[config.mk]
export PLATFORM = sky130hd
export DESIGN_NAME = rcpc_queue
export DESIGN_NICKNAME = d
export VERILOG_FILES = /design/src/hw/rtl/rcpc_pkg.sv /design/src/hw/rtl/rcpc_queue.sv
export SDC_FILE = /design/constraint.sdc
export NUM_CORES = 1
export LEC_CHECK = 0
export BUFFER_PORTS_ARGS = -buffer_cell sky130_fd_sc_hd__buf_2
export CORE_ASPECT_RATIO = 1.75
export CORE_MARGIN = 3
export CORE_UTILIZATION = 25
export CTS_CLUSTER_SIZE = 25
export DETAILED_ROUTE_END_ITERATION = 8
export MAX_ROUTING_LAYER = met4
export PLACE_DENSITY_LB_ADDON = 0.1
export SYNTH_ARGS = -nofsm -noshare
export SYNTH_HDL_FRONTEND = slang
export SYNTH_SLANG_ARGS = --single-unit
[constraint.sdc]
create_clock -name clk_i -period 9.3 [get_ports clk_i]
set_input_delay 1.86 -clock clk_i [delete_from_list [all_inputs] [get_ports clk_i]]
set_output_delay 1.86 -clock clk_i [all_outputs]
set_load 0.005 [all_outputs]
[src/hw/rtl/rcpc_pkg.sv]
// Package for the ray convex plane clip block: types, register codes, sizes.
// No dependencies; used by the rcpc design modules and the testbench.
`default_nettype none
package rcpc_pkg;
  localparam int unsigned DataW = 32;
  localparam int unsigned DotW  = 66;

  typedef enum logic [2:0] {
    REG_START_X = 3'd0, REG_START_Y = 3'd1, REG_START_Z = 3'd2,
    REG_DIR_X   = 3'd3, REG_DIR_Y   = 3'd4, REG_DIR_Z   = 3'd5,
    REG_NEAR    = 3'd6, REG_FAR     = 3'd7
  } reg_idx_e;

  typedef enum logic [2:0] {
    FE_IDLE, FE_MUL, FE_SUM, FE_PUSH
  } fe_state_e;

  typedef enum logic [1:0] {
    BE_IDLE, BE_DIV, BE_UPD, BE_OUT
  } be_state_e;

  // classified plane handed from front to back
  typedef struct packed {
    logic              first;
    logic              last;
    logic              parallel;
    logic              in_front;
    logic signed [DotW-1:0] num;
    logic signed [DotW-1:0] den;
  } plane_t;
endpackage
`default_nettype wire

[src/hw/rtl/rcpc_queue.sv]
// Two-entry queue between front and back ends.
// Depends on rcpc_pkg.
`default_nettype none
module rcpc_queue (
  input  wire logic         clk_i,
  input  wire logic         rst_ni,
  input  wire logic         push_i,
  input  rcpc_pkg::plane_t  data_i,
  output logic              full_o,
  input  wire logic         pop_i,
  output logic              empty_o,
  output rcpc_pkg::plane_t  data_o
);
  rcpc_pkg::plane_t mem_q [2];
  logic wp_q, rp_q;
  logic [1:0] cnt_q;

  assign full_o  = (cnt_q == 2'd2);
  assign empty_o = (cnt_q == 2'd0);
  assign data_o  = mem_q[rp_q];

  always_ff @(posedge clk_i) begin
    if (push_i) mem_q[wp_q] <= data_i;
  end

  always_ff @(posedge clk_i or negedge rst_ni) begin
    if (!rst_ni) begin
      wp_q <= 1'b0; rp_q <= 1'b0; cnt_q <= '0;
    end else begin
      if (push_i) wp_q <= ~wp_q;
      if (pop_i) rp_q <= ~rp_q;
      cnt_q <= cnt_q + {1'b0, push_i} - {1'b0, pop_i};
    end
  end
endmodule
`default_nettype wire

# ---- Yosys cells after proc, flatten, opt, wreduce, memory -nomap -nowiden
# Memories as Yosys holds them, arrays and structs flattened.
# Cells that the tools add are included.
dict set report totals {
  memories 1
  ramBits 272
  reg_bits 4
}
dict set report classes {
  n_mux 2
  bitwise_logic 2
  eq_ne 1
  reduce_logical 1
  add_sub_neg 2
}
# memory depth width rd rd_clocked_by_memory_dff write_ports line
set mem_list {}
lappend mem_list {mem_q 2 136 1 0 1 rcpc_queue.sv:14} ;# rcpc_pkg::plane_t mem_q [2];
# operator count
set ops {}
lappend ops {{adder 2 x 1 -> 2 bit} 1}
lappend ops {{== test 2 bit, second input constant} 1}
lappend ops {{logical NOT 2 bit} 1}
lappend ops {{2-to-1 mux 1 bit} 2}
lappend ops {{NOT 1 bit} 2}
lappend ops {{subtractor 2 x 1 -> 2 bit} 1}

# ---- Longest topological paths before layout
dict set report logic_depth {
  word_depth 2
  depth_mapped 5
}

# ---- Worst setup path before layout
# Ideal clock, no wire load.
dict set report synth_timing {
  path_type {in2reg}
  from {input port push_i}
  to {memory mem_q[0][0] (netlist bit), enable pin}
  setup_slack_ns 0.901
  required_time_ns 8.651
  stages 1
  t_arrival_ns 7.750
  path_buffers 0
  setup_time_ns 0.649
  path_cell_list {nor2b_1}
}
dict set report synth_via {
  elab_chain_len 2
}
# element line
set synth_rtl {}
lappend synth_rtl {{start, declared} rcpc_queue.sv:7} ;# input wire logic push_i,
lappend synth_rtl {{2-to-1 mux 1 bit} rcpc_queue.sv:23} ;# if (push_i) mem_q[wp_q] <= data_i;
lappend synth_rtl {{2-to-1 mux 1 bit (not written as such)} rcpc_queue.sv:23}
lappend synth_rtl {{end, declared} rcpc_queue.sv:14}
# No other way between the ends.

==> metrics.md <==
| Metric | Value |
|---|---|
| Outcome | finished, final reports clean |
| Clock buffer depth | 3 |
| Worst hold path type | reg2reg |
| Vias in the first global route | 5880 |
| Worst-margin pin slew | just over 1000 ps |
| Syn Area/Cell | ~23 um^2 |
| Final Hold Fails | 0 |
| Post-synthesis sequential area ratio | 81.94% |
| Clk sink count | 276 |
| FMAX | just under 200 MHz |
| Cell Rows | 96 |
| Starting DRT DRC Count | approximately 180 |
| Routed len/inst | 19.30 um |
| Dominant cell type by area after synthesis | edfxtp_1 |
| Most frequent cells in the layout | 277 x buf_2, 272 x edfxtp_1, 136 x mux2_2 |
| Largest net degree at the start of global routing | just over 70 |
| Port Buffer Count | between 200 and 300 |
| Die ar. | 0.04290 mm^2 |
| Worst vdd ir | 0.1370 mV |
| Initial Util | 25.53% |
| Worst-Skew Late Latency | around 540 ps |
| Data required time of the worst path | 7440 ps |
| Critical path arrival | 3180 ps |
| Via Count | around 5000 |
| Register area | 0.008272 mm^2 |
| # hold bufs at CTS | 0 |
| Synth top area cells | edfxtp_1 81%, mux2_2 15%, clkbuf_8 1.4% |
| Total number of yosys warnings | 0 |
| Fin crit period | 5038 ps |
| DP Area | 0.01195 mm^2 |
| Fillers | roughly 3900 |
| Chip height | around 270 um |
| Clock Skews | about 6.4 ps |
| Logic pwr share | between 20% and 30% |
| Switching Fraction | 27.01% |
| DIE WIDTH | 157.9 um |
| First-pass DRT Iterations | 4 |
| Initial antenna violation count | 1 |
| Sequential group share of total power | 47.0% |
| GRT Total Usage | 11.10% |
| Post-CTS Setup Inserts | 0 |
| Final Instance Area | 0.01279 mm^2 |
| Sw Pwr | 1.015 mW |
| Root buffer cell | clkbuf_16 |
| Top fanout value on the critical path | 71 |
| CTS tree | yes |
| Area grow syn2layout | 26.77% |
| Clock network fraction of total power | 28.1% |
| Max transition margin | 32.96% |
| RD Place Congestion | 0.7121 |
| Final ANT Viol Nets | 0 |
| Multi-input gate area | 0.001630 mm^2 |
| Int Pwr | 2.744 mW |
| Count of final max-slew check failures | 0 |
| Netlist cell types | 12 |
| Unrepaired setup endpoints after global routing | false |
| Synth Register Bits | 276 |
| DRC violations left | 0 |
| # H-tree levels | 1 |
| Most common cell after layout, fill and taps aside | buf_2 |
| Layout cells sized above 1 | between 60% and 70% |
| Syn_nets | 580 |
| Pwr/cell area | 293.9 mW/mm^2 |
| Total Routed Length | 23.97 mm |
| Clk slew on worst S/H paths | 60 ps |
| Max Cap Viol | 0 |
| Leakage | 4.718 nW |
| Final period util | 54.17% |
| Total CTS buffers | 27 |
| Io pins | roughly 280 |
| Setup-failing EPs final | 0 |
| Dpl hpwl | 16.59 mm |
| Post-synth top area share | 80.95% |
| Nets | 876 |
| Setup Total Neg Slack | 0 ps |
| Setup Crit Path Kind | reg2out |
| Startpoint Class | flip-flop |
| GRT overflow | 0 |
| CTS-repair resized insts | 0 |
| First-pass GRT wire length | 34.57 mm |
| Pwr Total | 3.759 mW |
| Number of vias per cell | around 4.1 |
| Core Region | approximately 0.04 mm^2 |
| Syn Inst Count | 438 |
| Worst Setup End Kind | output pin |
| Area of the mapped netlist | 0.01009 mm^2 |
power groups by stage:
stage               logic [mW]  clock network [mW]  registers (mW)
floorplan                0.629                   0            1.76
global placement         0.972                   0            1.79
detailed placement       0.979                   0            1.80
CTS                      0.984                1.10            1.78
global route              1.03                1.15            1.80
finish                   0.937                1.06            1.77
per-layer routing:
metal	vias to the layer above	wire, um	part of all wire, %	GRT usage [%]
li1	2333	-	-	-
met1	2547	7282	30	9.208
met2	169	14450	60	22.64
met3	33	1577	6.6	2.632
met4	0	661	2.8	4.000
met5	-	0	0	-
flip-flops by register name, indices dropped and copies added, names as in the netlist:
signal,count
wp_q,1
mem_q,272
rp_q,1
cnt_q,2
kinds of logic after synthesis:
logic type,share of synthesized area [%]
flip-flops,81.94
AND/OR/NAND/NOR,0.2232
adder cells (fa/ha/maj),0.2480
multiplexers,15.18
XOR/XNOR,0.4092
buffers and inverters,1.996
Yosys cell counts (all sizes together):
master    n
edfxtp  272
mux2    136
clkbuf   10
buf       5
dfrtp     4
ha        2
inv       2
nor2b     2
xor2      2
and2      1
nor2      1
xor3      1
final cells by class:
class / count / area share, %
clock buffer: 36 / 5.546
multi-input combinational: 145 / 12.75
inverter: 2 / 0.05869
tap: 490 / 4.793
antenna: 1 / 0.01956
clock inverter: 10 / 1.037
timing repair buffer: 282 / 11.13
sequential: 276 / 64.67
metrics by stage:
| step | hold WS, ps | setup WS (ps) | util (%) | std cells |
|---|---|---|---|---|
| 6_report | 555.7 | 4262 | 32.37 | 1242 |
| 5_1_grt | 580.4 | 4023 | 32.37 | 1242 |
| 4_1_cts | 555.3 | 4106 | 32.36 | 1241 |
| 3_5_place_dp | 542.2 | 4702 | 30.23 | 1195 |
| 3_3_place_gp | 531.1 | 4746 | 30.23 | 1195 |
| 2_1_floorplan | 455.5 | 900.8 | - | 438 |
final timing paths:
check                                 startpoint                     end  slack (ps)  cells after the start
min in group asynchronous                 rst_ni        rp_q$_DFFE_PN0P_        1120                      1
worst max register to register  wp_q$_DFFE_PN0P_  mem_q[0][90]$_DFFE_PP_        6940                      2
worst min register to register  wp_q$_DFFE_PN0P_        wp_q$_DFFE_PN0P_         560                      1
max in group asynchronous                 rst_ni        rp_q$_DFFE_PN0P_        8040                      1
worst max-delay path            rp_q$_DFFE_PN0P_              data_o[69]        4260                      3
worst min-delay path            wp_q$_DFFE_PN0P_        wp_q$_DFFE_PN0P_         560                      1
worst max-delay path: stages (launching register included):
cell and delay, ps:
dfrtp_4 1070, buf_4 840, mux2_2 440, buf_2 140
Power figures use the tool's default switching activity.
