===== config.mk =====
export PLATFORM = sky130hd
export DESIGN_NAME = rcpc_back
export DESIGN_NICKNAME = d
export VERILOG_FILES = /design/src/hw/rtl/rcpc_pkg.sv /design/src/hw/rtl/rcpc_back.sv
export SDC_FILE = /design/constraint.sdc
export NUM_CORES = 1
export LEC_CHECK = 0
export BUFFER_PORTS_ARGS = -buffer_cell sky130_fd_sc_hd__buf_2
export CORE_ASPECT_RATIO = 1.5
export CORE_MARGIN = 1.5
export CORE_UTILIZATION = 55
export CTS_BUF_LIST = sky130_fd_sc_hd__clkbuf_8
export DETAILED_ROUTE_END_ITERATION = 16
export GPL_TIMING_DRIVEN = 0
export PLACE_DENSITY = 0.78
export SYNTH_ARGS = -nofsm -noshare
export SYNTH_HDL_FRONTEND = slang
export SYNTH_SLANG_ARGS = --single-unit

===== constraint.sdc =====
create_clock -name clk_i -period 7.1 [get_ports clk_i]
set_clock_uncertainty 0.15 [all_clocks]
set_input_delay 0.71 -clock clk_i [delete_from_list [all_inputs] [get_ports clk_i]]
set_output_delay 0.71 -clock clk_i [all_outputs]
set_load 0.03 [all_outputs]

===== src/hw/rtl/rcpc_pkg.sv =====
// Package for the ray convex plane clip block: types, register codes, sizes.
// No dependencies; used by the rcpc design modules and the testbench.
`default_nettype none
package rcpc_pkg;
  localparam int unsigned DataW = 32;
  localparam int unsigned DotW  = 66;

  typedef enum logic [2:0] {
    REG_START_X = 3'd0, REG_START_Y = 3'd1, REG_START_Z = 3'd2,
    REG_DIR_X   = 3'd3, REG_DIR_Y   = 3'd4, REG_DIR_Z   = 3'd5,
    REG_NEAR    = 3'd6, REG_FAR     = 3'd7
  } reg_idx_e;

  typedef enum logic [2:0] {
    FE_IDLE, FE_MUL, FE_SUM, FE_PUSH
  } fe_state_e;

  typedef enum logic [1:0] {
    BE_IDLE, BE_DIV, BE_UPD, BE_OUT
  } be_state_e;

  // classified plane handed from front to back
  typedef struct packed {
    logic              first;
    logic              last;
    logic              parallel;
    logic              in_front;
    logic signed [DotW-1:0] num;
    logic signed [DotW-1:0] den;
  } plane_t;
endpackage
`default_nettype wire


===== src/hw/rtl/rcpc_back.sv =====
// Back end: shared restoring divider, bound update and result register.
// Depends on rcpc_pkg.
`default_nettype none
module rcpc_back #(
  parameter int unsigned FracBits = 16
) (
  input  wire logic               clk_i,
  input  wire logic               rst_ni,
  input  wire logic [31:0]        near_start_i,
  input  wire logic [31:0]        far_start_i,
  input  wire logic               empty_i,
  input  rcpc_pkg::plane_t        plane_i,
  output logic                    pop_o,
  output logic                    out_valid_o,
  input  wire logic               out_ready_i,
  output logic [66:0]             out_data_o
);
  localparam int unsigned QW = 66 + FracBits;
  localparam int unsigned CW = $clog2(QW + 1);

  rcpc_pkg::be_state_e state_q, state_d;
  logic [CW-1:0] cnt_q;
  logic [QW-1:0] n_q, q_q;
  logic [65:0] m_q, r_q;
  logic neg_q;
  rcpc_pkg::plane_t p_q;
  logic signed [31:0] near_q, far_q, t;
  logic ent_q, live_q, lst_q;
  logic [66:0] r_sh, r_sub;
  logic [QW-1:0] qsat;

  // one quotient bit per cycle
  always_comb begin
    r_sh  = {r_q, n_q[QW-1]};
    r_sub = r_sh - {1'b0, m_q};
  end

  always_comb begin
    qsat = q_q;
    if (neg_q) begin
      if (qsat > QW'(64'h80000000)) qsat = QW'(64'h80000000);
      t = 32'(-qsat);
    end else begin
      if (qsat > QW'(64'h7fffffff)) qsat = QW'(64'h7fffffff);
      t = 32'(qsat);
    end
  end

  always_comb begin
    state_d = state_q;
    pop_o = 1'b0;
    unique case (state_q)
      rcpc_pkg::BE_IDLE: if (!empty_i) begin
        pop_o = 1'b1;
        state_d = rcpc_pkg::BE_DIV;
      end
      rcpc_pkg::BE_DIV: if (cnt_q == '0) state_d = rcpc_pkg::BE_UPD;
      rcpc_pkg::BE_UPD: state_d = rcpc_pkg::BE_OUT;
      rcpc_pkg::BE_OUT: if (out_ready_i) state_d = rcpc_pkg::BE_IDLE;
      default: state_d = rcpc_pkg::BE_IDLE;
    endcase
  end

  assign out_valid_o = (state_q == rcpc_pkg::BE_OUT);
  assign out_data_o  = {lst_q, ent_q, far_q, near_q, live_q};

  always_ff @(posedge clk_i or negedge rst_ni) begin
    if (!rst_ni) begin
      state_q <= rcpc_pkg::BE_IDLE;
      near_q <= '0; far_q <= '0; ent_q <= 1'b0; live_q <= 1'b1;
    end else begin
      state_q <= state_d;
      if (state_q == rcpc_pkg::BE_UPD) begin
        logic nl;
        logic signed [31:0] nn, nf;
        logic ne;
        nl = live_q; nn = near_q; nf = far_q; ne = ent_q;
        if (p_q.first) begin
          nl = 1'b1; nn = near_start_i; nf = far_start_i; ne = 1'b0;
        end
        if (nl) begin
          if (p_q.parallel) begin
            if (p_q.in_front) nl = 1'b0;
          end else if (p_q.in_front && t < 0) begin
            nl = 1'b0;
          end else if (p_q.in_front || t < 0) begin
            if (nn < t) begin nn = t; ne = 1'b1; end
          end else if (t < nf) begin
            nf = t;
          end
        end
        live_q <= nl; near_q <= nn; far_q <= nf; ent_q <= ne;
      end
    end
  end

  always_ff @(posedge clk_i) begin
    if (pop_o) begin
      p_q <= plane_i;
      neg_q <= plane_i.num[65] ^ plane_i.den[65];
      n_q <= {(plane_i.num[65] ? 66'(-plane_i.num) : plane_i.num),
              {FracBits{1'b0}}};
      m_q <= plane_i.den[65] ? 66'(-plane_i.den) : plane_i.den;
      r_q <= '0; q_q <= '0;
      cnt_q <= CW'(QW);
    end else if (state_q == rcpc_pkg::BE_DIV && cnt_q != '0) begin
      n_q <= n_q << 1;
      if (!r_sub[66]) begin
        r_q <= r_sub[65:0]; q_q <= {q_q[QW-2:0], 1'b1};
      end else begin
        r_q <= r_sh[65:0]; q_q <= {q_q[QW-2:0], 1'b0};
      end
      cnt_q <= cnt_q - CW'(1);
    end
    if (state_q == rcpc_pkg::BE_UPD) lst_q <= p_q.last;
  end
endmodule
`default_nettype wire


== After elaboration in Yosys (flattened, before gate mapping) ==
Index checks and enable logic that the tools add are counted.

* Bits in registers: 361
* Output and inout bits: 69

* Add/subtract/negate cells: 5
* Order comparisons: 5
* Eq/ne operators: 6
* Mux-type cells: 42
* Bitwise gates (word level): 1
* Reductions and logical operators: 8

{| class="wikitable"
|+ Operators with widths
! cell !! number
|-
| $mux W32 || 18
|-
| $mux W82 || 2
|-
| $mux W66 || 2
|-
| $neg A66 Y66 || 2
|-
| $gt A82 B31 Y1 const B || 1
|-
| $gt A82 B32 Y1 const B || 1
|-
| $sub A67 B66 Y67 || 1
|-
| $mux W65 || 1
|-
| $lt A32 B32 Y1 || 2
|-
| $lt A32 B1 Y1 const B || 1
|-
| $neg A32 Y32 || 1
|-
| $mux W1 || 15
|-
| $pmux W2 S4 || 1
|-
| $logic_not A7 Y1 || 1
|-
| $reduce_bool A7 Y1 || 1
|-
| $sub A7 B1 Y7 const B || 1
|-
| $mux W2 || 3
|-
| $eq A2 B2 Y1 const B || 2
|-
| $ne A2 B2 Y1 const B || 2
|-
| $reduce_and A3 Y1 || 1
|-
| $eq A2 B1 Y1 const B || 1
|-
| $logic_and A1 B1 Y1 || 2
|-
| $logic_not A2 Y1 || 1
|-
| $ne A2 B1 Y1 const B || 1
|-
| 3 further kinds || 3
|}

== Longest topological paths before layout ==
* Word-level depth: 11
* Depth in mapped cells: 33
* Gate-level depth less buffers: 27

== Worst setup path before layout ==
Ideal clock, no wire load.

* Kind: reg2reg
* Start: register q_q[5]
* End: register far_q[11]
* Setup time: 126 ps
* Data arrival time: 6184 ps
* Data required time: 6824 ps
* Slack: 640 ps
* Cell stages (with the launch flop): 29
* Buffers on the path: 6
* Period minus slack after synthesis: 6460 ps
* Cell sequence: dfxtp_1 -> buf_2 -> or4_4 -> or3_4 -> o41a_1 -> nor2_1 -> buf_2 -> clkbuf_1 -> nand2_1 -> ha_1 -> clkbuf_1 -> nor4b_1 -> nand3_1 -> nor3_1 -> nor3b_1 -> o21ai_0 -> o21ai_0 -> inv_1 -> ha_1 -> nand4_1 -> or2_2 -> a2111oi_0 -> o41ai_1 -> a311o_1 -> o21ai_0 -> a21oi_1 -> clkbuf_1 -> clkbuf_1 -> a221o_1

* Word-level cells in the longest chain between the ends: 11

{| class="wikitable"
|+ Ends and longest elaborated chain
! item !! RTL line !! source
|-
| start, declared || rcpc_back.sv:23 || <nowiki>logic [QW-1:0] n_q, q_q;</nowiki>
|-
| start signal, assigned || rcpc_back.sv:109 || <nowiki>r_q <= r_sub[65:0]; q_q <= {q_q[QW-2:0], 1'b1};</nowiki>
|-
| start signal, assigned || rcpc_back.sv:111 || <nowiki>r_q <= r_sh[65:0]; q_q <= {q_q[QW-2:0], 1'b0};</nowiki>
|-
| $gt A82 B32 Y1 || rcpc_back.sv:41 || <nowiki>if (qsat > QW'(64'h80000000)) qsat = QW'(64'h80000000);</nowiki>
|-
| $mux W32 || rcpc_back.sv:41 ||
|-
| $mux W32 || rcpc_back.sv:40 || <nowiki>if (neg_q) begin</nowiki>
|-
| $neg A32 Y32 || rcpc_back.sv:42 || <nowiki>t = 32'(-qsat);</nowiki>
|-
| $mux W32 * || rcpc_back.sv:40 ||
|-
| $lt A32 B32 Y1 or $lt A32 B1 Y1 (tied branches) || rcpc_back.sv:88, rcpc_back.sv:84, rcpc_back.sv:86 ||
|-
| $mux W32 or $logic_or A1 B1 Y1 (tied branches) || rcpc_back.sv:88, rcpc_back.sv:86 ||
|-
| $mux W32 || rcpc_back.sv:86 || <nowiki>end else if (p_q.in_front || t < 0) begin</nowiki>
|-
| $mux W32 * || rcpc_back.sv:84 || <nowiki>end else if (p_q.in_front && t < 0) begin</nowiki>
|-
| $mux W32 * || rcpc_back.sv:82 || <nowiki>if (p_q.parallel) begin</nowiki>
|-
| $mux W32 * || rcpc_back.sv:81 || <nowiki>if (nl) begin</nowiki>
|-
| end signal, assigned || rcpc_back.sv:92 || <nowiki>live_q <= nl; near_q <= nn; far_q <= nf; ent_q <= ne;</nowiki>
|-
| end, declared || rcpc_back.sv:27 || <nowiki>logic signed [31:0] near_q, far_q, t;</nowiki>
|}

Mark *: on every way between the ends. The rest lies on a longest branch, timed or not. The select of a mux whose other input is x is not followed.
A chain may end at the register's enable or synchronous reset.

== Worst setup path after layout ==
* Start: register q_q[5]
* End: register near_q[9]

* Word-level cells in the longest chain between the ends: 11

{| class="wikitable"
|+ Ends and longest elaborated chain
! item !! RTL line
|-
| $gt A82 B32 Y1 || rcpc_back.sv:41
|-
| $mux W32 || rcpc_back.sv:41
|-
| $mux W32 || rcpc_back.sv:40
|-
| $neg A32 Y32 || rcpc_back.sv:42
|-
| $mux W32 * || rcpc_back.sv:40
|-
| $lt A32 B32 Y1 or $lt A32 B1 Y1 (tied branches) || rcpc_back.sv:87, rcpc_back.sv:84, rcpc_back.sv:86
|-
| $mux W32 or $logic_or A1 B1 Y1 (tied branches) || rcpc_back.sv:87, rcpc_back.sv:86
|-
| $mux W32 || rcpc_back.sv:86
|-
| $mux W32 * || rcpc_back.sv:84
|-
| $mux W32 * || rcpc_back.sv:82
|-
| $mux W32 * || rcpc_back.sv:81
|-
| end signal, assigned || rcpc_back.sv:92
|-
| end, declared || rcpc_back.sv:27
|}

Marked as above.

==> results by group <==
Status
  • Outcome: finished, violations left
  • Violated checks: capacitance limit, slew limit

Global route
  • Vias in the first global route: 23600
  • Largest net degree at the start of global routing: 69
  • GRT Residual Overflow: 0
  • Initial antenna violation count: 3
  • Global-route wire length before repair: 121000 microns
  • Total GRT Usage: 33.4%

Clock tree
  • Clock Path Buffers: 3
  • CTS root buffer: clkbuf_8
  • H-tree levels: 2
  • CTS Buf Count: between 50 and 60
  • CTS Sinks: 361
  • Clk_lat worst skew: between 0.6 and 0.7 ns
  • Clock transition at path regs: ~0.070 ns
  • CTS tree: yes

Floorplanning
  • Initial Util: 55.6%
  • Die width: ~170 microns
  • Num ports: between 200 and 300
  • Total core area: 43800 sq um
  • Site Rows: 94
  • Die area: around 46000 sq um
  • Die Ht: roughly 260 microns

Synthesis
  • Mapped Area: between 20000 and 25000 sq um
  • Syn Nets: 3258
  • Most common flop cell mapped by yosys: dfxtp_1
  • Synth Warn #: 0
  • Register area share after synthesis: roughly 37%
  • Number of synthesized flops with an enable pin: between 100 and 150
  • Post-synth ARST share: a little under a fifth
  • Yosys cell types: between 90 and 100
  • Synth Register Bits: 361
  • Synth Area per Inst: ~8.3 sq um
  • Mapped Cells: approximately 2900

Critical path
  • CP max FO: 10
  • Max stage delay on crit path: a little over 0.6 ns
  • Critical path's slowest cell: or4_4
  • Critical path startpoint category: register
  • Data required, critical path: between 7 and 8 ns
  • Critical Path AT: approximately 7.3 ns
  • CP Capture Type: register
  • CP Class: register to register

Finish
  • Final Util: about 64%
  • Layout cells sized above 1: approximately 15%
  • Area delta synth->final: 15.1%
  • Non-filler instance count after layout: 3894
  • Nets: 3595

Pwr
  • Total Power: about 16000 uW
  • Power density over the cells: approximately 580 nW/um^2
  • Sequential power share: a little under a quarter
  • Clock network power share: around an eighth
  • Switching fraction of total power: roughly half
  • Combinational share of power: approximately 64%
  • Lkg Pwr: about 0.012 uW
  • Worst VDD drop: ~0.25 mV
  • P_sw: roughly 8000 uW
  • Int Power: just under 8000 uW

Routing
  • Via-to-Cell Ratio: just over 6
  • Wire length per cell: around 20 microns
  • Detailed-route DRC error count: 0
  • Routed Wire Length: about 80000 microns
  • DRT Pass-1 Iters: 6
  • First DRT Iteration DRCs: 1735
  • Via count: about 24000
  • Post-route ant nets: 0

STA
  • Max Freq: 0.145 GHz
  • Normalized max-slew margin: -7.76%
  • Period utilization: ~97%
  • Fin. Hold Viols: 0
  • Final count of negative-setup-slack endpoints: 0
  • Worst-Margin Slew: 1.60 ns
  • Final setup TNS: 0 ns
  • Max Slew Vio Count: 5
  • Tmin final: between 6 and 7 ns

Placement
  • HPWL after DPL: around 60000 microns
  • Number of port buffers: roughly 270
  • Placer congestion estimate: 0.984
  • Placed cell count: approximately 3800

Job
  • Max-cap violations: 1

Worst hold path
  • Hold Crit Class: input port to async pin
synthesized netlist by cell type (6+ instances only):
cell	number	area, sq um
o21a_1	18	135
edfxtp_1	138	4140
or4_1	32	240
nor2_1	129	484
and3_1	15	93.8
nand2_1	502	1880
inv_1	139	522
xor2_1	90	788
mux2_2	33	372
a2111oi_0	7	61.3
nand4_1	26	163
buf_1	18	67.6
o41ai_1	22	193
o211ai_1	7	52.6
nand3_1	67	335
o311ai_0	16	140
o22ai_1	8	50.1
a31oi_1	62	388
nor3_1	66	330
a21o_1	50	375
mux2i_1	55	551
clkbuf_1	141	529
dfxtp_1	155	3100
o21ai_1	13	65.1
o31ai_1	52	390
ha_1	127	1590
a21oi_1	218	1090
or3_1	29	181
a221o_1	8	80.1
o21bai_1	6	45.0
or2_2	18	113
nand2b_1	25	156
xnor2_1	101	885
o311ai_1	12	105
buf_2	7	35.0
a211oi_1	16	120
nor4_1	25	156
or2_1	6	37.5
a311oi_1	6	52.6
dfrtp_1	67	1680
nor2b_1	19	119
o21ai_0	263	1320
o221ai_1	7	61.3
registers in the layout (all words and copies together) (netlist names), 4 cells and up:
name and flops:
q_q 82, m_q 66, n_q 66, r_q 66, far_q 32, near_q 32, cnt_q 7, p_q 4
cells by family after synthesis:
| group | Yosys count | synth area share [%] |
|---|---|---|
| flip-flops | 361 | 36.8 |
| multiplexers | 90 | 3.94 |
| AND/OR/NAND/NOR | 1002 | 19.2 |
| XOR/XNOR | 191 | 6.87 |
| adder cells (fa/ha/maj) | 129 | 6.65 |
| AO/OA/AOI/OAI | 841 | 21.6 |
| buffers and inverters | 312 | 4.96 |
power by group through the flow:
stage	Sequential, uW	Combinational (uW)	Clock (uW)
2_1_floorplan	3930	6680	0
3_3_place_gp	3780	9550	0
3_5_place_dp	3790	9820	0
4_1_cts	3760	10100	1980
5_1_grt	3870	11300	2060
6_report	3790	10400	1960
layout make-up:
| cell class | count | area (sq um) |
|---|---|---|
| clock inverter | 34 | 262 |
| timing repair buffer | 282 | 1490 |
| antenna | 6 | 15.0 |
| inverter | 140 | 526 |
| multi-input combinational | 2253 | 14300 |
| buffer | 168 | 697 |
| tap | 576 | 721 |
| fill | 3809 | 15700 |
| sequential | 361 | 8950 |
| clock buffer | 74 | 1020 |
final timing paths:
path | startpoint | end | slack, ns | depth (start not counted)
max | q_q[5] | near_q[9] | 0.19 | 26
min | rst_ni | near_q[11] | 0.04 | 1
max reg2reg | q_q[5] | near_q[9] | 0.19 | 26
min reg2reg | p_q[134] | lst_q | 0.28 | 0
max in group asynchronous | rst_ni | state_q[1] | 6.14 | 1
min in group clk_i | plane_i[134] | p_q[134] | 0.09 | 1
layer usage:
layer  vias to the layer above  wire length, microns  track usage [%]
met5                         -                     0                0
met4                         0                  5620             23.2
met3                       291                  3960             3.96
met2                      1004                 40700             63.1
met1                     11400                 27900             34.0
li1                      11300                     -                -
timing repair:
action | CTS | global route
buffers inserted | 3 | 6
hold buffers | 0 | 0
resized for setup | 35 | 18
setup endpoints to repair | 65 | 65
pin swaps | 0 | 5
critical path, delay by kind of cell, from the launching register on:
family / cells / cell delay (ns)
AO/OA/AOI/OAI: 8 / 1.86
flip-flops: 1 / 0.29
buffers and inverters: 4 / 0.85
adder cells (fa/ha/maj): 2 / 0.43
multiplexers: 1 / 0.33
AND/OR/NAND/NOR: 11 / 2.86
cells in the final DEF (no fill, tap or decap), types with 67 or more instances in the layout:
cell type | netlist | routed
a21oi_1 | 218 | 214
buf_2 | 7 | 275
clkbuf_1 | 141 | 131
clkbuf_8 | 0 | 74
dfrtp_1 | 67 | 67
dfxtp_1 | 155 | 155
edfxtp_1 | 138 | 138
ha_1 | 127 | 126
inv_1 | 139 | 150
nand2_1 | 502 | 501
nor2_1 | 129 | 128
o21ai_0 | 263 | 259
xnor2_1 | 101 | 101
xor2_1 | 90 | 90
stage by stage:
| stage | hold slack, ns | setup WS, ns | instance area (sq um) |
|---|---|---|---|
| CTS | 0.0525 | 0.00971 | 27900 |
| global placement | 0.266 | -1.39 | 26400 |
| finish | 0.0354 | 0.191 | 28000 |
| detailed placement | 0.263 | -1.40 | 26500 |
| floorplan | 0.250 | 0.640 | 24300 |
| global route | 0.0902 | -0.0323 | 28000 |
No activity file was read; power rests on OpenSTA's default activity.
